<file path="src/ctlr_pkg.sv">
// Shared types, codes and helpers for the cache tag lookup and replacement unit.
`timescale 1ns / 1ps
`default_nettype none
package ctlr_pkg;

    localparam int TAG_W = 32;
    localparam int CNT_W = 16;
    localparam int LFSR_W = 16;

    localparam logic [LFSR_W-1:0] LFSR_SEED = 16'hACE1;

    // Configuration register indexes
    localparam logic [1:0] CFG_BLOCK_SIZE = 2'd0;
    localparam logic [1:0] CFG_SET_COUNT  = 2'd1;
    localparam logic [1:0] CFG_POLICY     = 2'd2;

    // Replacement policy codes
    localparam logic [1:0] POL_RANDOM = 2'd0;
    localparam logic [1:0] POL_FIFO   = 2'd1;
    localparam logic [1:0] POL_LFU    = 2'd2;
    localparam logic [1:0] POL_LRU    = 2'd3;

    typedef enum logic [2:0] {
        ST_IDLE,
        ST_SCAN,
        ST_DECIDE,
        ST_MODW,
        ST_APPLY,
        ST_UPD,
        ST_DONE
    } state_t;

    // Saturating counter increment
    function automatic logic [CNT_W-1:0] sat_inc(input logic [CNT_W-1:0] v);
        logic [CNT_W-1:0] r;
        r = (v == {CNT_W{1'b1}}) ? v : v + 1'b1;
        return r;
    endfunction

    // One step of the right-shifting LFSR, x^16+x^14+x^13+x^11+1
    function automatic logic [LFSR_W-1:0] lfsr_step(input logic [LFSR_W-1:0] l);
        logic b;
        b = l[0] ^ l[2] ^ l[3] ^ l[5];
        return {b, l[LFSR_W-1:1]};
    endfunction

endpackage
`default_nettype wire

</file>
<file path="src/ctlr_mod.sv">
// Bit-serial remainder unit: 16-bit dividend modulo a narrow divisor.
`timescale 1ns / 1ps
`default_nettype none
module ctlr_mod #(
    parameter int W = 6
) (
    input  wire logic                            aclk,
    input  wire logic                            aresetn,
    input  wire logic                            start,
    input  wire logic [ctlr_pkg::LFSR_W-1:0]     dividend,
    input  wire logic [W-1:0]                    divisor,
    output logic                                 done,
    output logic [W-1:0]                         rem
);

    logic                          busy_reg, busy_next;
    logic                          done_reg, done_next;
    logic [3:0]                    step_reg, step_next;
    logic [ctlr_pkg::LFSR_W-1:0]   dvd_reg, dvd_next;
    logic [W-1:0]                  rem_reg, rem_next;
    logic [W-1:0]                  div_reg, div_next;
    logic [W:0]                    trial;

    // Shift in one dividend bit a cycle, subtract when it fits
    always_comb begin
        busy_next = busy_reg;
        done_next = 1'b0;
        step_next = step_reg;
        dvd_next  = dvd_reg;
        rem_next  = rem_reg;
        div_next  = div_reg;
        trial     = {rem_reg, dvd_reg[ctlr_pkg::LFSR_W-1]};
        if (start) begin
            busy_next = 1'b1;
            step_next = 4'd15;
            dvd_next  = dividend;
            rem_next  = '0;
            div_next  = divisor;
        end else if (busy_reg) begin
            if (trial >= {1'b0, div_reg}) begin
                rem_next = W'(trial - {1'b0, div_reg});
            end else begin
                rem_next = W'(trial);
            end
            dvd_next  = dvd_reg << 1;
            step_next = step_reg - 4'd1;
            if (step_reg == 4'd0) begin
                busy_next = 1'b0;
                done_next = 1'b1;
            end
        end
    end

    always_ff @(posedge aclk) begin
        if (!aresetn) begin
            busy_reg <= 1'b0;
            done_reg <= 1'b0;
        end else begin
            busy_reg <= busy_next;
            done_reg <= done_next;
        end
        step_reg <= step_next;
        dvd_reg  <= dvd_next;
        rem_reg  <= rem_next;
        div_reg  <= div_next;
    end

    assign done = done_reg;
    assign rem  = rem_reg;

endmodule
`default_nettype wire

</file>
<file path="src/cache_tag_lookup_replacement_unit.sv">
// Top level: set-associative tag lookup with selectable replacement policy.
`timescale 1ns / 1ps
`default_nettype none
// One access is handled at a time. The ways of the selected set are read from the tag
// and counter memories one way per cycle (ways = LINES >> set bits). A result reaches the
// output register from the done state; the next address is taken once the unit is back
// in idle. LRU accesses and FIFO misses then sweep the counters once more, and a
// random-policy eviction also waits for the serial remainder unit. While the previous
// result still waits in the output register, the finished access holds until that
// result is taken.
// Configuration writes are taken every cycle and must only be issued while idle.
module cache_tag_lookup_replacement_unit #(
    parameter int LINES = 32
) (
    input  wire logic        aclk,
    input  wire logic        aresetn,
    input  wire logic        cfg_valid,
    output logic             cfg_ready,
    input  wire logic [1:0]  cfg_index,
    input  wire logic [7:0]  cfg_data,
    input  wire logic        s_valid,
    output logic             s_ready,
    input  wire logic [31:0] s_address,
    output logic             m_valid,
    input  wire logic        m_ready,
    output logic             m_hit,
    output logic [4:0]       m_set_index,
    output logic [4:0]       m_way_index,
    output logic             m_evicted,
    output logic [31:0]      m_block_number
);

    localparam int AW = (LINES > 1) ? $clog2(LINES) : 1;
    localparam int WW = $clog2(LINES + 1);
    localparam int MAX_SB = (WW - 1 < 5) ? WW - 1 : 5;
    localparam logic [WW-1:0] LINES_W = WW'(LINES);
    localparam int CW = ctlr_pkg::CNT_W;
    localparam int TW = ctlr_pkg::TAG_W;

    ctlr_pkg::state_t state_reg, state_next;

    logic [2:0]   bsize_reg, bsize_next;
    logic [2:0]   scount_reg, scount_next;
    logic [1:0]   policy_reg, policy_next;

    logic [WW-1:0] rd_way_reg, rd_way_next;
    logic          pend_reg, pend_next;
    logic [WW-1:0] pend_way_reg, pend_way_next;
    logic [TW-1:0] blk_reg, blk_next;
    logic [4:0]    set_reg, set_next;
    logic [AW-1:0] base_reg, base_next;
    logic [WW-1:0] ways_reg, ways_next;
    logic          hit_reg, hit_next;
    logic [WW-1:0] hit_way_reg, hit_way_next;
    logic [CW-1:0] hit_cnt_reg, hit_cnt_next;
    logic          found_reg, found_next;
    logic [WW-1:0] free_way_reg, free_way_next;
    logic [WW-1:0] best_way_reg, best_way_next;
    logic [CW-1:0] best_cnt_reg, best_cnt_next;
    logic [WW-1:0] way_reg, way_next;
    logic [CW-1:0] fin_reg, fin_next;
    logic          evict_reg, evict_next;
    logic [15:0]   lfsr_reg, lfsr_next;

    logic          m_valid_reg, m_valid_next;
    logic          o_hit_reg, o_hit_next;
    logic [4:0]    o_set_reg, o_set_next;
    logic [4:0]    o_way_reg, o_way_next;
    logic          o_evict_reg, o_evict_next;
    logic [TW-1:0] o_blk_reg, o_blk_next;

    logic          valid_reg [LINES];

    logic [TW-1:0] tag_mem [LINES];
    logic [CW-1:0] cnt_mem [LINES];
    logic [TW-1:0] tag_q;
    logic [CW-1:0] cnt_q;

    logic          rd_en;
    logic [AW-1:0] rd_addr;
    logic          tag_we;
    logic          cnt_we;
    logic [AW-1:0] wr_addr;
    logic [CW-1:0] cnt_wd;
    logic          valid_set;

    logic [WW:0]   rd_sum, pend_sum;
    logic [AW-1:0] pend_addr;
    logic [2:0]    s_eff;
    logic [WW-1:0] ways_in;
    logic [TW-1:0] blk_in;
    logic [4:0]    set_in;
    logic [WW+4:0] base_prod;
    logic [WW-1:0] final_way;
    logic          bulk;
    logic          mod_start;
    logic          mod_done;
    logic [WW-1:0] mod_rem;

    // Serial remainder for the random victim
    ctlr_mod #(
        .W (WW)
    ) u_mod (
        .aclk     (aclk),
        .aresetn  (aresetn),
        .start    (mod_start),
        .dividend (lfsr_reg),
        .divisor  (ways_reg),
        .done     (mod_done),
        .rem      (mod_rem)
    );

    // Map the incoming address to block, set and way count
    always_comb begin
        blk_in = s_address >> bsize_reg;
        s_eff  = (scount_reg > 3'(MAX_SB)) ? 3'(MAX_SB) : scount_reg;
        ways_in = LINES_W >> s_eff;
        set_in  = blk_in[4:0] & 5'((6'd1 << s_eff) - 6'd1);
        base_prod = (WW+5)'(set_in) * (WW+5)'(ways_in);
    end

    assign rd_sum    = (WW+1)'(base_reg) + (WW+1)'(rd_way_reg);
    assign pend_sum  = (WW+1)'(base_reg) + (WW+1)'(pend_way_reg);
    assign pend_addr = pend_sum[AW-1:0];

    always_comb begin
        if (hit_reg) begin
            final_way = hit_way_reg;
        end else if (found_reg) begin
            final_way = free_way_reg;
        end else if (policy_reg == ctlr_pkg::POL_RANDOM) begin
            final_way = mod_rem;
        end else begin
            final_way = best_way_reg;
        end
    end

    // Sequencer: scan, decide, wait for the remainder, apply, update counters, deliver
    always_comb begin
        state_next    = state_reg;
        bsize_next    = bsize_reg;
        scount_next   = scount_reg;
        policy_next   = policy_reg;
        rd_way_next   = rd_way_reg;
        pend_next     = 1'b0;
        pend_way_next = rd_way_reg;
        blk_next      = blk_reg;
        set_next      = set_reg;
        base_next     = base_reg;
        ways_next     = ways_reg;
        hit_next      = hit_reg;
        hit_way_next  = hit_way_reg;
        hit_cnt_next  = hit_cnt_reg;
        found_next    = found_reg;
        free_way_next = free_way_reg;
        best_way_next = best_way_reg;
        best_cnt_next = best_cnt_reg;
        way_next      = way_reg;
        fin_next      = fin_reg;
        evict_next    = evict_reg;
        lfsr_next     = lfsr_reg;
        m_valid_next  = m_valid_reg && !m_ready;
        o_hit_next    = o_hit_reg;
        o_set_next    = o_set_reg;
        o_way_next    = o_way_reg;
        o_evict_next  = o_evict_reg;
        o_blk_next    = o_blk_reg;
        rd_en     = 1'b0;
        rd_addr   = rd_sum[AW-1:0];
        tag_we    = 1'b0;
        cnt_we    = 1'b0;
        wr_addr   = pend_addr;
        cnt_wd    = fin_reg;
        valid_set = 1'b0;
        mod_start = 1'b0;
        bulk      = (policy_reg == ctlr_pkg::POL_LRU) ||
                    (policy_reg == ctlr_pkg::POL_FIFO && !hit_reg);

        // Take configuration writes
        if (cfg_valid) begin
            case (cfg_index)
                ctlr_pkg::CFG_BLOCK_SIZE: bsize_next  = cfg_data[2:0];
                ctlr_pkg::CFG_SET_COUNT:  scount_next = cfg_data[2:0];
                ctlr_pkg::CFG_POLICY:     policy_next = cfg_data[1:0];
                default: ;
            endcase
        end

        case (state_reg)
            ctlr_pkg::ST_IDLE: begin
                if (s_valid) begin
                    blk_next    = blk_in;
                    set_next    = set_in;
                    base_next   = base_prod[AW-1:0];
                    ways_next   = ways_in;
                    rd_way_next = '0;
                    hit_next    = 1'b0;
                    found_next  = 1'b0;
                    state_next  = ctlr_pkg::ST_SCAN;
                end
            end
            ctlr_pkg::ST_SCAN: begin
                // Issue one way read a cycle
                if (rd_way_reg < ways_reg) begin
                    rd_en         = 1'b1;
                    rd_way_next   = rd_way_reg + 1'b1;
                    pend_next     = 1'b1;
                    pend_way_next = rd_way_reg;
                end
                // Compare the way read last cycle
                if (pend_reg) begin
                    if (valid_reg[pend_addr] && tag_q == blk_reg && !hit_reg) begin
                        hit_next     = 1'b1;
                        hit_way_next = pend_way_reg;
                        hit_cnt_next = cnt_q;
                    end
                    if (!valid_reg[pend_addr] && !found_reg) begin
                        found_next    = 1'b1;
                        free_way_next = pend_way_reg;
                    end
                    if (pend_way_reg == '0 ||
                        (policy_reg == ctlr_pkg::POL_LFU && cnt_q < best_cnt_reg) ||
                        (policy_reg != ctlr_pkg::POL_LFU && cnt_q > best_cnt_reg)) begin
                        best_way_next = pend_way_reg;
                        best_cnt_next = cnt_q;
                    end
                    if (pend_way_reg == ways_reg - 1'b1) begin
                        state_next = ctlr_pkg::ST_DECIDE;
                    end
                end
            end
            ctlr_pkg::ST_DECIDE: begin
                if (!hit_reg && !found_reg && policy_reg == ctlr_pkg::POL_RANDOM) begin
                    mod_start  = 1'b1;
                    state_next = ctlr_pkg::ST_MODW;
                end else begin
                    state_next = ctlr_pkg::ST_APPLY;
                end
            end
            ctlr_pkg::ST_MODW: begin
                if (mod_done) begin
                    state_next = ctlr_pkg::ST_APPLY;
                end
            end
            ctlr_pkg::ST_APPLY: begin
                way_next   = final_way;
                evict_next = !hit_reg && !found_reg;
                if (hit_reg) begin
                    fin_next = (policy_reg == ctlr_pkg::POL_LFU) ?
                               ctlr_pkg::sat_inc(hit_cnt_reg) : '0;
                end else begin
                    fin_next = (policy_reg == ctlr_pkg::POL_LFU) ? CW'(1) : '0;
                end
                wr_addr = rd_sum[AW-1:0];
                if (!hit_reg) begin
                    wr_addr   = AW'((WW+1)'(base_reg) + (WW+1)'(final_way));
                    tag_we    = 1'b1;
                    valid_set = 1'b1;
                    if (!found_reg && policy_reg == ctlr_pkg::POL_RANDOM) begin
                        lfsr_next = ctlr_pkg::lfsr_step(lfsr_reg);
                    end
                end
                if (bulk) begin
                    rd_way_next = '0;
                    state_next  = ctlr_pkg::ST_UPD;
                end else begin
                    wr_addr = AW'((WW+1)'(base_reg) + (WW+1)'(final_way));
                    cnt_we  = !hit_reg || policy_reg == ctlr_pkg::POL_LFU;
                    cnt_wd  = fin_next;
                    state_next = ctlr_pkg::ST_DONE;
                end
            end
            ctlr_pkg::ST_UPD: begin
                // Read one counter a cycle, write back the one read before
                if (rd_way_reg < ways_reg) begin
                    rd_en         = 1'b1;
                    rd_way_next   = rd_way_reg + 1'b1;
                    pend_next     = 1'b1;
                    pend_way_next = rd_way_reg;
                end
                if (pend_reg) begin
                    wr_addr = pend_addr;
                    if (pend_way_reg == way_reg) begin
                        cnt_we = 1'b1;
                        cnt_wd = fin_reg;
                    end else begin
                        cnt_we = valid_reg[pend_addr];
                        cnt_wd = ctlr_pkg::sat_inc(cnt_q);
                    end
                    if (pend_way_reg == ways_reg - 1'b1) begin
                        state_next = ctlr_pkg::ST_DONE;
                    end
                end
            end
            ctlr_pkg::ST_DONE: begin
                if (!m_valid_reg || m_ready) begin
                    m_valid_next = 1'b1;
                    o_hit_next   = hit_reg;
                    o_set_next   = set_reg;
                    o_way_next   = 5'(way_reg);
                    o_evict_next = evict_reg;
                    o_blk_next   = blk_reg;
                    state_next   = ctlr_pkg::ST_IDLE;
                end
            end
            default: state_next = ctlr_pkg::ST_IDLE;
        endcase
    end

    // Control registers
    always_ff @(posedge aclk) begin
        if (!aresetn) begin
            state_reg   <= ctlr_pkg::ST_IDLE;
            bsize_reg   <= 3'd0;
            scount_reg  <= 3'd0;
            policy_reg  <= ctlr_pkg::POL_FIFO;
            pend_reg    <= 1'b0;
            lfsr_reg    <= ctlr_pkg::LFSR_SEED;
            m_valid_reg <= 1'b0;
            for (int i = 0; i < LINES; i++) begin
                valid_reg[i] <= 1'b0;
            end
        end else begin
            state_reg   <= state_next;
            bsize_reg   <= bsize_next;
            scount_reg  <= scount_next;
            policy_reg  <= policy_next;
            pend_reg    <= pend_next;
            lfsr_reg    <= lfsr_next;
            m_valid_reg <= m_valid_next;
            if (valid_set) begin
                valid_reg[wr_addr] <= 1'b1;
            end
        end
    end

    // Datapath registers
    always_ff @(posedge aclk) begin
        rd_way_reg   <= rd_way_next;
        pend_way_reg <= pend_way_next;
        blk_reg      <= blk_next;
        set_reg      <= set_next;
        base_reg     <= base_next;
        ways_reg     <= ways_next;
        hit_reg      <= hit_next;
        hit_way_reg  <= hit_way_next;
        hit_cnt_reg  <= hit_cnt_next;
        found_reg    <= found_next;
        free_way_reg <= free_way_next;
        best_way_reg <= best_way_next;
        best_cnt_reg <= best_cnt_next;
        way_reg      <= way_next;
        fin_reg      <= fin_next;
        evict_reg    <= evict_next;
        o_hit_reg    <= o_hit_next;
        o_set_reg    <= o_set_next;
        o_way_reg    <= o_way_next;
        o_evict_reg  <= o_evict_next;
        o_blk_reg    <= o_blk_next;
    end

    // Tag and counter memories, registered read
    always_ff @(posedge aclk) begin
        if (tag_we) begin
            tag_mem[wr_addr] <= blk_reg;
        end
        if (cnt_we) begin
            cnt_mem[wr_addr] <= cnt_wd;
        end
        if (rd_en) begin
            tag_q <= tag_mem[rd_addr];
            cnt_q <= cnt_mem[rd_addr];
        end
    end

    assign cfg_ready      = 1'b1;
    assign s_ready        = (state_reg == ctlr_pkg::ST_IDLE);
    assign m_valid        = m_valid_reg;
    assign m_hit          = o_hit_reg;
    assign m_set_index    = o_set_reg;
    assign m_way_index    = o_way_reg;
    assign m_evicted      = o_evict_reg;
    assign m_block_number = o_blk_reg;

`ifndef NO_ASSERTIONS
    a_hit_no_evict: assert property (@(posedge aclk) disable iff (!aresetn)
        m_valid |-> !(m_hit && m_evicted))
        else $error("hit reported together with an eviction");

    a_lfsr_nonzero: assert property (@(posedge aclk) disable iff (!aresetn)
        lfsr_reg != '0)
        else $error("random LFSR reached the all-zero lock-up state");

    a_mod_done_in_wait: assert property (@(posedge aclk) disable iff (!aresetn)
        mod_done |-> state_reg == ctlr_pkg::ST_MODW)
        else $error("remainder unit finished outside its wait state");

    a_no_write_when_idle: assert property (@(posedge aclk) disable iff (!aresetn)
        state_reg == ctlr_pkg::ST_IDLE |-> !tag_we && !cnt_we)
        else $error("memory written while no access is in progress");
`endif

endmodule
`default_nettype wire

</file>
<file path="config.mk">
export PLATFORM = sky130hd
export DESIGN_NAME = cache_tag_lookup_replacement_unit
export DESIGN_NICKNAME = d
export VERILOG_FILES = /design/src/ctlr_pkg.sv /design/src/ctlr_mod.sv /design/src/cache_tag_lookup_replacement_unit.sv
export SDC_FILE = /design/constraint.sdc
export NUM_CORES = 2
export LEC_CHECK = 0
export ABC_CLOCK_PERIOD_IN_PS = 10850
export BUFFER_PORTS_ARGS = -buffer_cell sky130_fd_sc_hd__buf_4
export CORE_AREA = 2 2 410 412
export CTS_CLUSTER_SIZE = 28
export DETAILED_ROUTE_END_ITERATION = 10
export DIE_AREA = 0 0 412 414
export GPL_ROUTABILITY_DRIVEN = 0
export PLACE_DENSITY = 0.69
export RECOVER_POWER = 50
export SLEW_MARGIN = 20
export SYNTH_ARGS = -nofsm -noshare
export SYNTH_HDL_FRONTEND = slang
export SYNTH_SLANG_ARGS = --single-unit
</file>
<file path="constraint.sdc">
create_clock -name aclk -period 10.85 [get_ports aclk]
set_input_delay 2.17 -clock aclk [delete_from_list [all_inputs] [get_ports aclk]]
set_output_delay 2.17 -clock aclk [all_outputs]
set_load 0.01 [all_outputs]
</file>
# ---- Yosys cells after proc, flatten, opt, wreduce, memory -nomap -nowiden
# Memories as Yosys holds them, arrays and structs flattened. A register that Yosys moved wholly into a read port is not among the register bits.
# Index checks and enable logic that the tools add are counted.
dict set report classes {
  n_reduce_logical 44
  n_addsub 10
  bitwise_logic 7
  eq_ne 28
  n_shift 3
  muxes 66
  order_cmp 5
  n_mul 1
}
# cell n
set ops {}
lappend ops {{two-way mux 16 bit} 9}
lappend ops {{two-way mux 6 bit} 7}
lappend ops {{adder 16 x 1 -> 16 bit, second input constant} 2}
lappend ops {{== test 16 bit, second input constant} 2}
lappend ops {{== test 32 bit} 1}
lappend ops {{one-hot mux 16 bit (2 select lines)} 1}
lappend ops {{right shift 32 x 3 -> 32 bit} 1}
lappend ops {{two-way mux 1 bit} 30}
lappend ops {{two-way mux 3 bit} 9}
lappend ops {{one-hot mux 3 bit (7 select lines)} 1}
lappend ops {{two-way mux 5 bit} 4}
lappend ops {{!= test 2 bit, second input constant} 10}
lappend ops {{one-hot mux 6 bit (3 select lines)} 1}
lappend ops {{> comparator 16 bit} 1}
lappend ops {{less-than comparator 16 bit} 1}
lappend ops {{adder 5 bit} 3}
lappend ops {{== test 6 bit} 2}
lappend ops {{AND reduction 3 bit} 4}
lappend ops {{AND reduction 4 bit} 3}
lappend ops {{logical AND 1 bit} 10}
lappend ops {{AND reduction 2 bit} 5}
lappend ops {{== test 3 bit, second input constant} 3}
lappend ops {{greater-or-equal comparator 7 x 6 -> 1 bit} 1}
lappend ops {{AND reduction 7 bit} 1}
lappend ops {{31 further kinds} 52}
dict set report totals {
  mem_bits_rw 1568
  out_inout_bits 47
  register_bits 242
  memories 3
}
# memory depth word_bits rd rd_ports_with_merged_regs wr line
set mem_list {}
lappend mem_list {tag_mem 32 32 1 1 1 cache_tag_lookup_replacement_unit.sv:74} ;# logic [TW-1:0] tag_mem [LINES];
lappend mem_list {cnt_mem 32 16 1 1 1 cache_tag_lookup_replacement_unit.sv:75} ;# logic [CW-1:0] cnt_mem [LINES];
lappend mem_list {valid_reg 32 1 1 0 32 cache_tag_lookup_replacement_unit.sv:72} ;# logic valid_reg [LINES];

# ---- Longest topological paths before layout
dict set report logic_depth {
  word_depth 9
  depth_mapped 16
  depth_no_buf 16
}

# ---- Hierarchy
# Synthesis repeated with hierarchy kept, for this count alone.
dict set report unflattened {
  hier_cells 4216
  hier_area_um2 74527.7
}
# module instances cells_each area_each_um2
set by_module_without_submodules {}
lappend by_module_without_submodules {cache_tag_lookup_replacement_unit 1 4081 72842.4}
lappend by_module_without_submodules {ctlr_mod 1 135 1685.4}

# ---- Least setup slack after synthesis
# OpenSTA, ideal clock, no wires.
dict set report synth_timing {
  path_kind {register -> register}
  startpoint {register rd_way_reg[1]}
  endpoint {register rd_way_reg[0] (enable)}
  slack_ns 4.829
  setup_time_ns 0.360
  t_required_ns 10.490
  arrival_ns 5.661
  n_path_buf 0
  stages_incl_launch_ff 8
  path_cell_list {edfxtp_1 -> ha_1 -> a21o_1 -> a21o_1 -> a21o_1 -> a21o_1 -> a211oi_1 -> o21bai_1}
}
dict set report synth_between {
  elab_chain_len 3
}
# element line
set synth_lines {}
lappend synth_lines {{start: declaration} cache_tag_lookup_replacement_unit.sv:46} ;# logic [WW-1:0] rd_way_reg, rd_way_next;
lappend synth_lines {{start signal: assignment} cache_tag_lookup_replacement_unit.sv:339} ;# rd_way_reg <= rd_way_next;
lappend synth_lines {{less-than comparator 6 bit} {cache_tag_lookup_replacement_unit.sv:204, cache_tag_lookup_replacement_unit.sv:275}}
lappend synth_lines {{!= test 2 x 1 -> 1 bit (no source line)} n/a}
lappend synth_lines {{AND reduction 4 bit (no source line)} n/a}
# No other way between the ends.
# A chain may end at the register's enable or synchronous reset.

# ---- Worst setup path in the final report
dict set report layout_timing {
  startpoint {register policy_reg[0]}
  endpoint {memory tag_mem[15][4] (netlist name) (enable)}
}
dict set report layout_between {
  elab_chain_len 8
}
# element line
set layout_lines {}
lappend layout_lines {{start: declaration} cache_tag_lookup_replacement_unit.sv:44} ;# logic [1:0] policy_reg, policy_next;
lappend layout_lines {{start signal: assignment} cache_tag_lookup_replacement_unit.sv:316} ;# policy_reg <= ctlr_pkg::POL_FIFO;
lappend layout_lines {{start signal: assignment} cache_tag_lookup_replacement_unit.sv:327} ;# policy_reg <= policy_next;
lappend layout_lines {{zero test 2 bit (*)} cache_tag_lookup_replacement_unit.sv:131} ;# end else if (policy_reg == ctlr_pkg::POL_RANDOM) begin
lappend layout_lines {{two-way mux 6 bit (*)} cache_tag_lookup_replacement_unit.sv:131}
lappend layout_lines {{two-way mux 6 bit (*)} cache_tag_lookup_replacement_unit.sv:129} ;# end else if (found_reg) begin
lappend layout_lines {{two-way mux 6 bit (*)} cache_tag_lookup_replacement_unit.sv:127} ;# if (hit_reg) begin
lappend layout_lines {{named net final_way[0]} cache_tag_lookup_replacement_unit.sv:94} ;# logic [WW-1:0] final_way;
lappend layout_lines {{adder 5 bit (*)} {cache_tag_lookup_replacement_unit.sv:256, cache_tag_lookup_replacement_unit.sv:267}}
lappend layout_lines {{two-way mux 5 bit} cache_tag_lookup_replacement_unit.sv:255} ;# if (!hit_reg) begin
lappend layout_lines {{two-way mux 5 bit (*)} cache_tag_lookup_replacement_unit.sv:263} ;# if (bulk) begin
lappend layout_lines {{two-way mux 5 bit (*)} n/a}
lappend layout_lines {{end: declaration} cache_tag_lookup_replacement_unit.sv:74}
# The timed path passes the listed nets; every way through them passes the cells marked *.

==> reports/qor.yml <==
viasPerCell: 5.82
synthCells: 4197
path_cells: "nor2_1 -> nand2_1 -> a21oi_1 -> a21oi_1 -> o21ai_0 -> ha_1 -> inv_1 -> fa_1 -> nand2b_1 -> a21oi_1 -> xnor2_1 -> xnor2_1 -> mux2i_1 -> a22oi_2 -> buf_4 -> nor2_4 -> buf_4"
slew_violations: 1403
largest_reg_flops: 1024
vdd_drop_max_v: 0.000556
cpPeakStageDelay_ns: 0.68
numCtsBuffers: 174
antenna_left: 0
placed_cells: 6416
crit_path_top_delay_cell: "nor2_4"
cts_tree: "done"
ys_seq_area_frac: 0.740
power.internal_w: 0.0159
grt_pass1_wl_mm: 253
grt_use_met1: 0.280
layout_commonest_cell: "edfxtp_1"
grt_start_max_net_pins: 137
power_frac_seq: 0.359
seqCellArea_mm2: 0.0550
leakage_nw: 27.1
yosysUniqueCellTypes: 67
startpoint_type: "register"
setup_violations: 0
top_register: "tag_mem"
reg.largest.list: "tag_mem x1024, cnt_mem x512"
core-area_mm2: 0.166
clockBufferDepth: 3
tns_ns: 0
critPathRequiredTime_ns: 11.30
track_usage: 0.201
cts_resized: 0
drt_first_pass_iters: 5
synth_edf_count: 1779
clkPwrFrac: 0.224
fp.dieW_um: 412
postSynth.asyncResetShare: 0
critPathMaxFanout: 17
start_util: 0.447
synthTopCellsByArea: "edfxtp_1, mux4_2, nand2_1"
area_growth_pct: 12.6
endpoint_kind: "register"
violations: "max-capacitance violations, max-slew violations"
dieHeight_um: 414
drt_iter0_drc: 4717
num_vias: 39200
drive_gt1_frac: 0.203
multiInputGateArea_mm2: 0.0188
clockRootBuffer: "clkbuf_16"
numClockSinks: 1858
cts_setup_buffers: 0
synth_fp_nets: 4301
stdcell_count: 6735
cts_hold_buffers: 0
hp-start: "set_reg[1]"
finalHoldViolCount: 0
fin_skew_ns: 0.0303
rsz0062_at_grt: "no"
crit_start: "policy_reg[0]"
critPathKind: "register to register"
ys_warn_count: 0
final.period_utilization: 0.540
fp-row-count: 150
antenna_cells: 0
grt.busiest_layer: "met2"
htree_levels: 4
grtUsageMet3: 0.0275
max_slew_margin: -1.75
wl_per_cell_um: 25.6
r2r-start: "policy_reg[0]"
io_pins: 94
comb_power_share: 0.418
maxCapViolCount: 41
worstPathArrival_ns: 6.30
synth_area_per_cell_um2: 17.7
worst_pin_slew_ns: 4.13
p_sw_frac: 0.378
p_sw_w: 0.00969
crit_top_cell: "a21oi_1"
synth_top_area_cell: "edfxtp_1"
grt_util_met2: 0.330
min_period_ns: 5.86
nets: 4493
timing.fmax_mhz: 171
synth_area_mm2: 0.0744
powerDensity_mw_per_mm2: 306
io_buffer_count: 87
antenna_found_initial: 2
synth_flop_cell: "edfxtp_1"
grt-ovfl-total: 0
clk_latency_ns: 0.82
wirelength_mm: 173
clk_pin_slew_ns: 0.06
status: "finished, violations left"
dp_hpwl_mm: 91.5
synth_top_area_frac: 0.718
ys_ff_latch: 1858
fillCellCount: 13500
final_cell_mix: "edfxtp_1, nand2_1, mux4_2, nand3_1, clkbuf_16"
drc: 0
min_path_type: "register to register"
die-area_mm2: 0.171
first_global_vias: 39200
power by group through the flow:
stage                     clock, W  sequential, W  combinational [W]
after global placement           0        0.00929             0.0107
final                      0.00573        0.00919             0.0107
after floorplan                  0        0.00936            0.00710
after global routing       0.00609        0.00923             0.0115
after detailed placement         0        0.00930             0.0108
after CTS                  0.00582        0.00915             0.0109
layer usage:
layer	wire length [µm]	part of all wire
met4	4460	0.026
met2	84700	0.49
met1	70400	0.41
met3	13200	0.076
met5	0	0
synth_stat cells (2+ instances only):
master       n
edfxtp_1  1779
nand2_1    627
mux4_2     411
nand3_1    282
clkbuf_1   141
o21ai_0    123
nor2_1     116
dfxtp_1     79
inv_1       62
buf_1       54
ha_1        51
xor2_1      51
mux2i_1     44
a21oi_1     40
xnor2_1     39
nor3b_1     37
buf_2       24
mux2_2      23
nor3_1      19
nand2b_1    18
a21o_1      16
nand4_1     16
nor2b_1     14
a21boi_0    12
nor4_1      11
a22oi_1      7
o221ai_1     7
or3_1        7
a31oi_1      6
fa_1         6
nand3b_1     6
o21a_1       6
and2_1       5
o211ai_1     5
a211oi_1     4
a221o_1      4
and3_1       4
and4_1       4
or2_2        3
nor4b_1      2
o21bai_1     2
o22ai_1      2
o311ai_0     2
o31a_1       2
o31ai_1      2
final timing paths:
kind | to | slack (ns) | depth (start not counted)
max | tag_mem[15][4] | 4.99 | 17
max reg2reg | tag_mem[15][4] | 4.99 | 17
min reg2reg | m_set_index[1] | 0.42 | 0
min | m_set_index[1] | 0.42 | 0
final cells by class:
cell class,count,area share
clock inverters,76,0.00625
clock buffers,242,0.0572
repair buffers,237,0.0192
multi-input cells,2055,0.225
well taps,2204,0.0329
flip-flops and latches,1858,0.657
inverters,63,0.00282
cells by family (layout without fill, tap and decap cells):
| logic type | after synthesis | count (layout) | share of synthesized area |
|---|---|---|---|
| flip-flops | 1858 | 1858 | 0.740 |
| AND/OR/NAND/NOR | 1176 | 1176 | 0.0700 |
| multiplexers | 478 | 478 | 0.134 |
| buffers and inverters | 284 | 618 | 0.0149 |
| AO/OA/AOI/OAI | 252 | 252 | 0.0204 |
| XOR/XNOR | 91 | 91 | 0.0108 |
| adder cells (fa/ha/maj) | 57 | 57 | 0.0102 |
| other | 1 | 1 | 0.0000504 |
through the flow:
step / worst slack, ns / area, µm² / power, W / utilization / hold slack (ns)
2_1_floorplan: 4.83 / 74400 / 0.0165 / - / 0.397
3_3_place_gp: 5.08 / 78700 / 0.0199 / 0.473 / 0.402
3_5_place_dp: 5.05 / 78700 / 0.0201 / 0.473 / 0.405
4_1_cts: 5.19 / 84000 / 0.0258 / 0.505 / 0.420
5_1_grt: 4.72 / 83700 / 0.0269 / 0.504 / 0.422
6_report: 4.99 / 83700 / 0.0256 / 0.504 / 0.419
worst max-delay path: cells and delay by family (launching register included):
| kind | cells | cell delay (ns) |
|---|---|---|
| buffers and inverters | 3 | 0.90 |
| muxes | 1 | 0.45 |
| DFF | 1 | 0.52 |
| and+or+nand+nor | 4 | 1.45 |
| AOI/OAI and AO/OA | 5 | 1.19 |
| adders and majority gates | 2 | 0.67 |
| xor gates and xnor gates | 2 | 0.24 |
No activity file was read; power rests on OpenSTA's default activity.
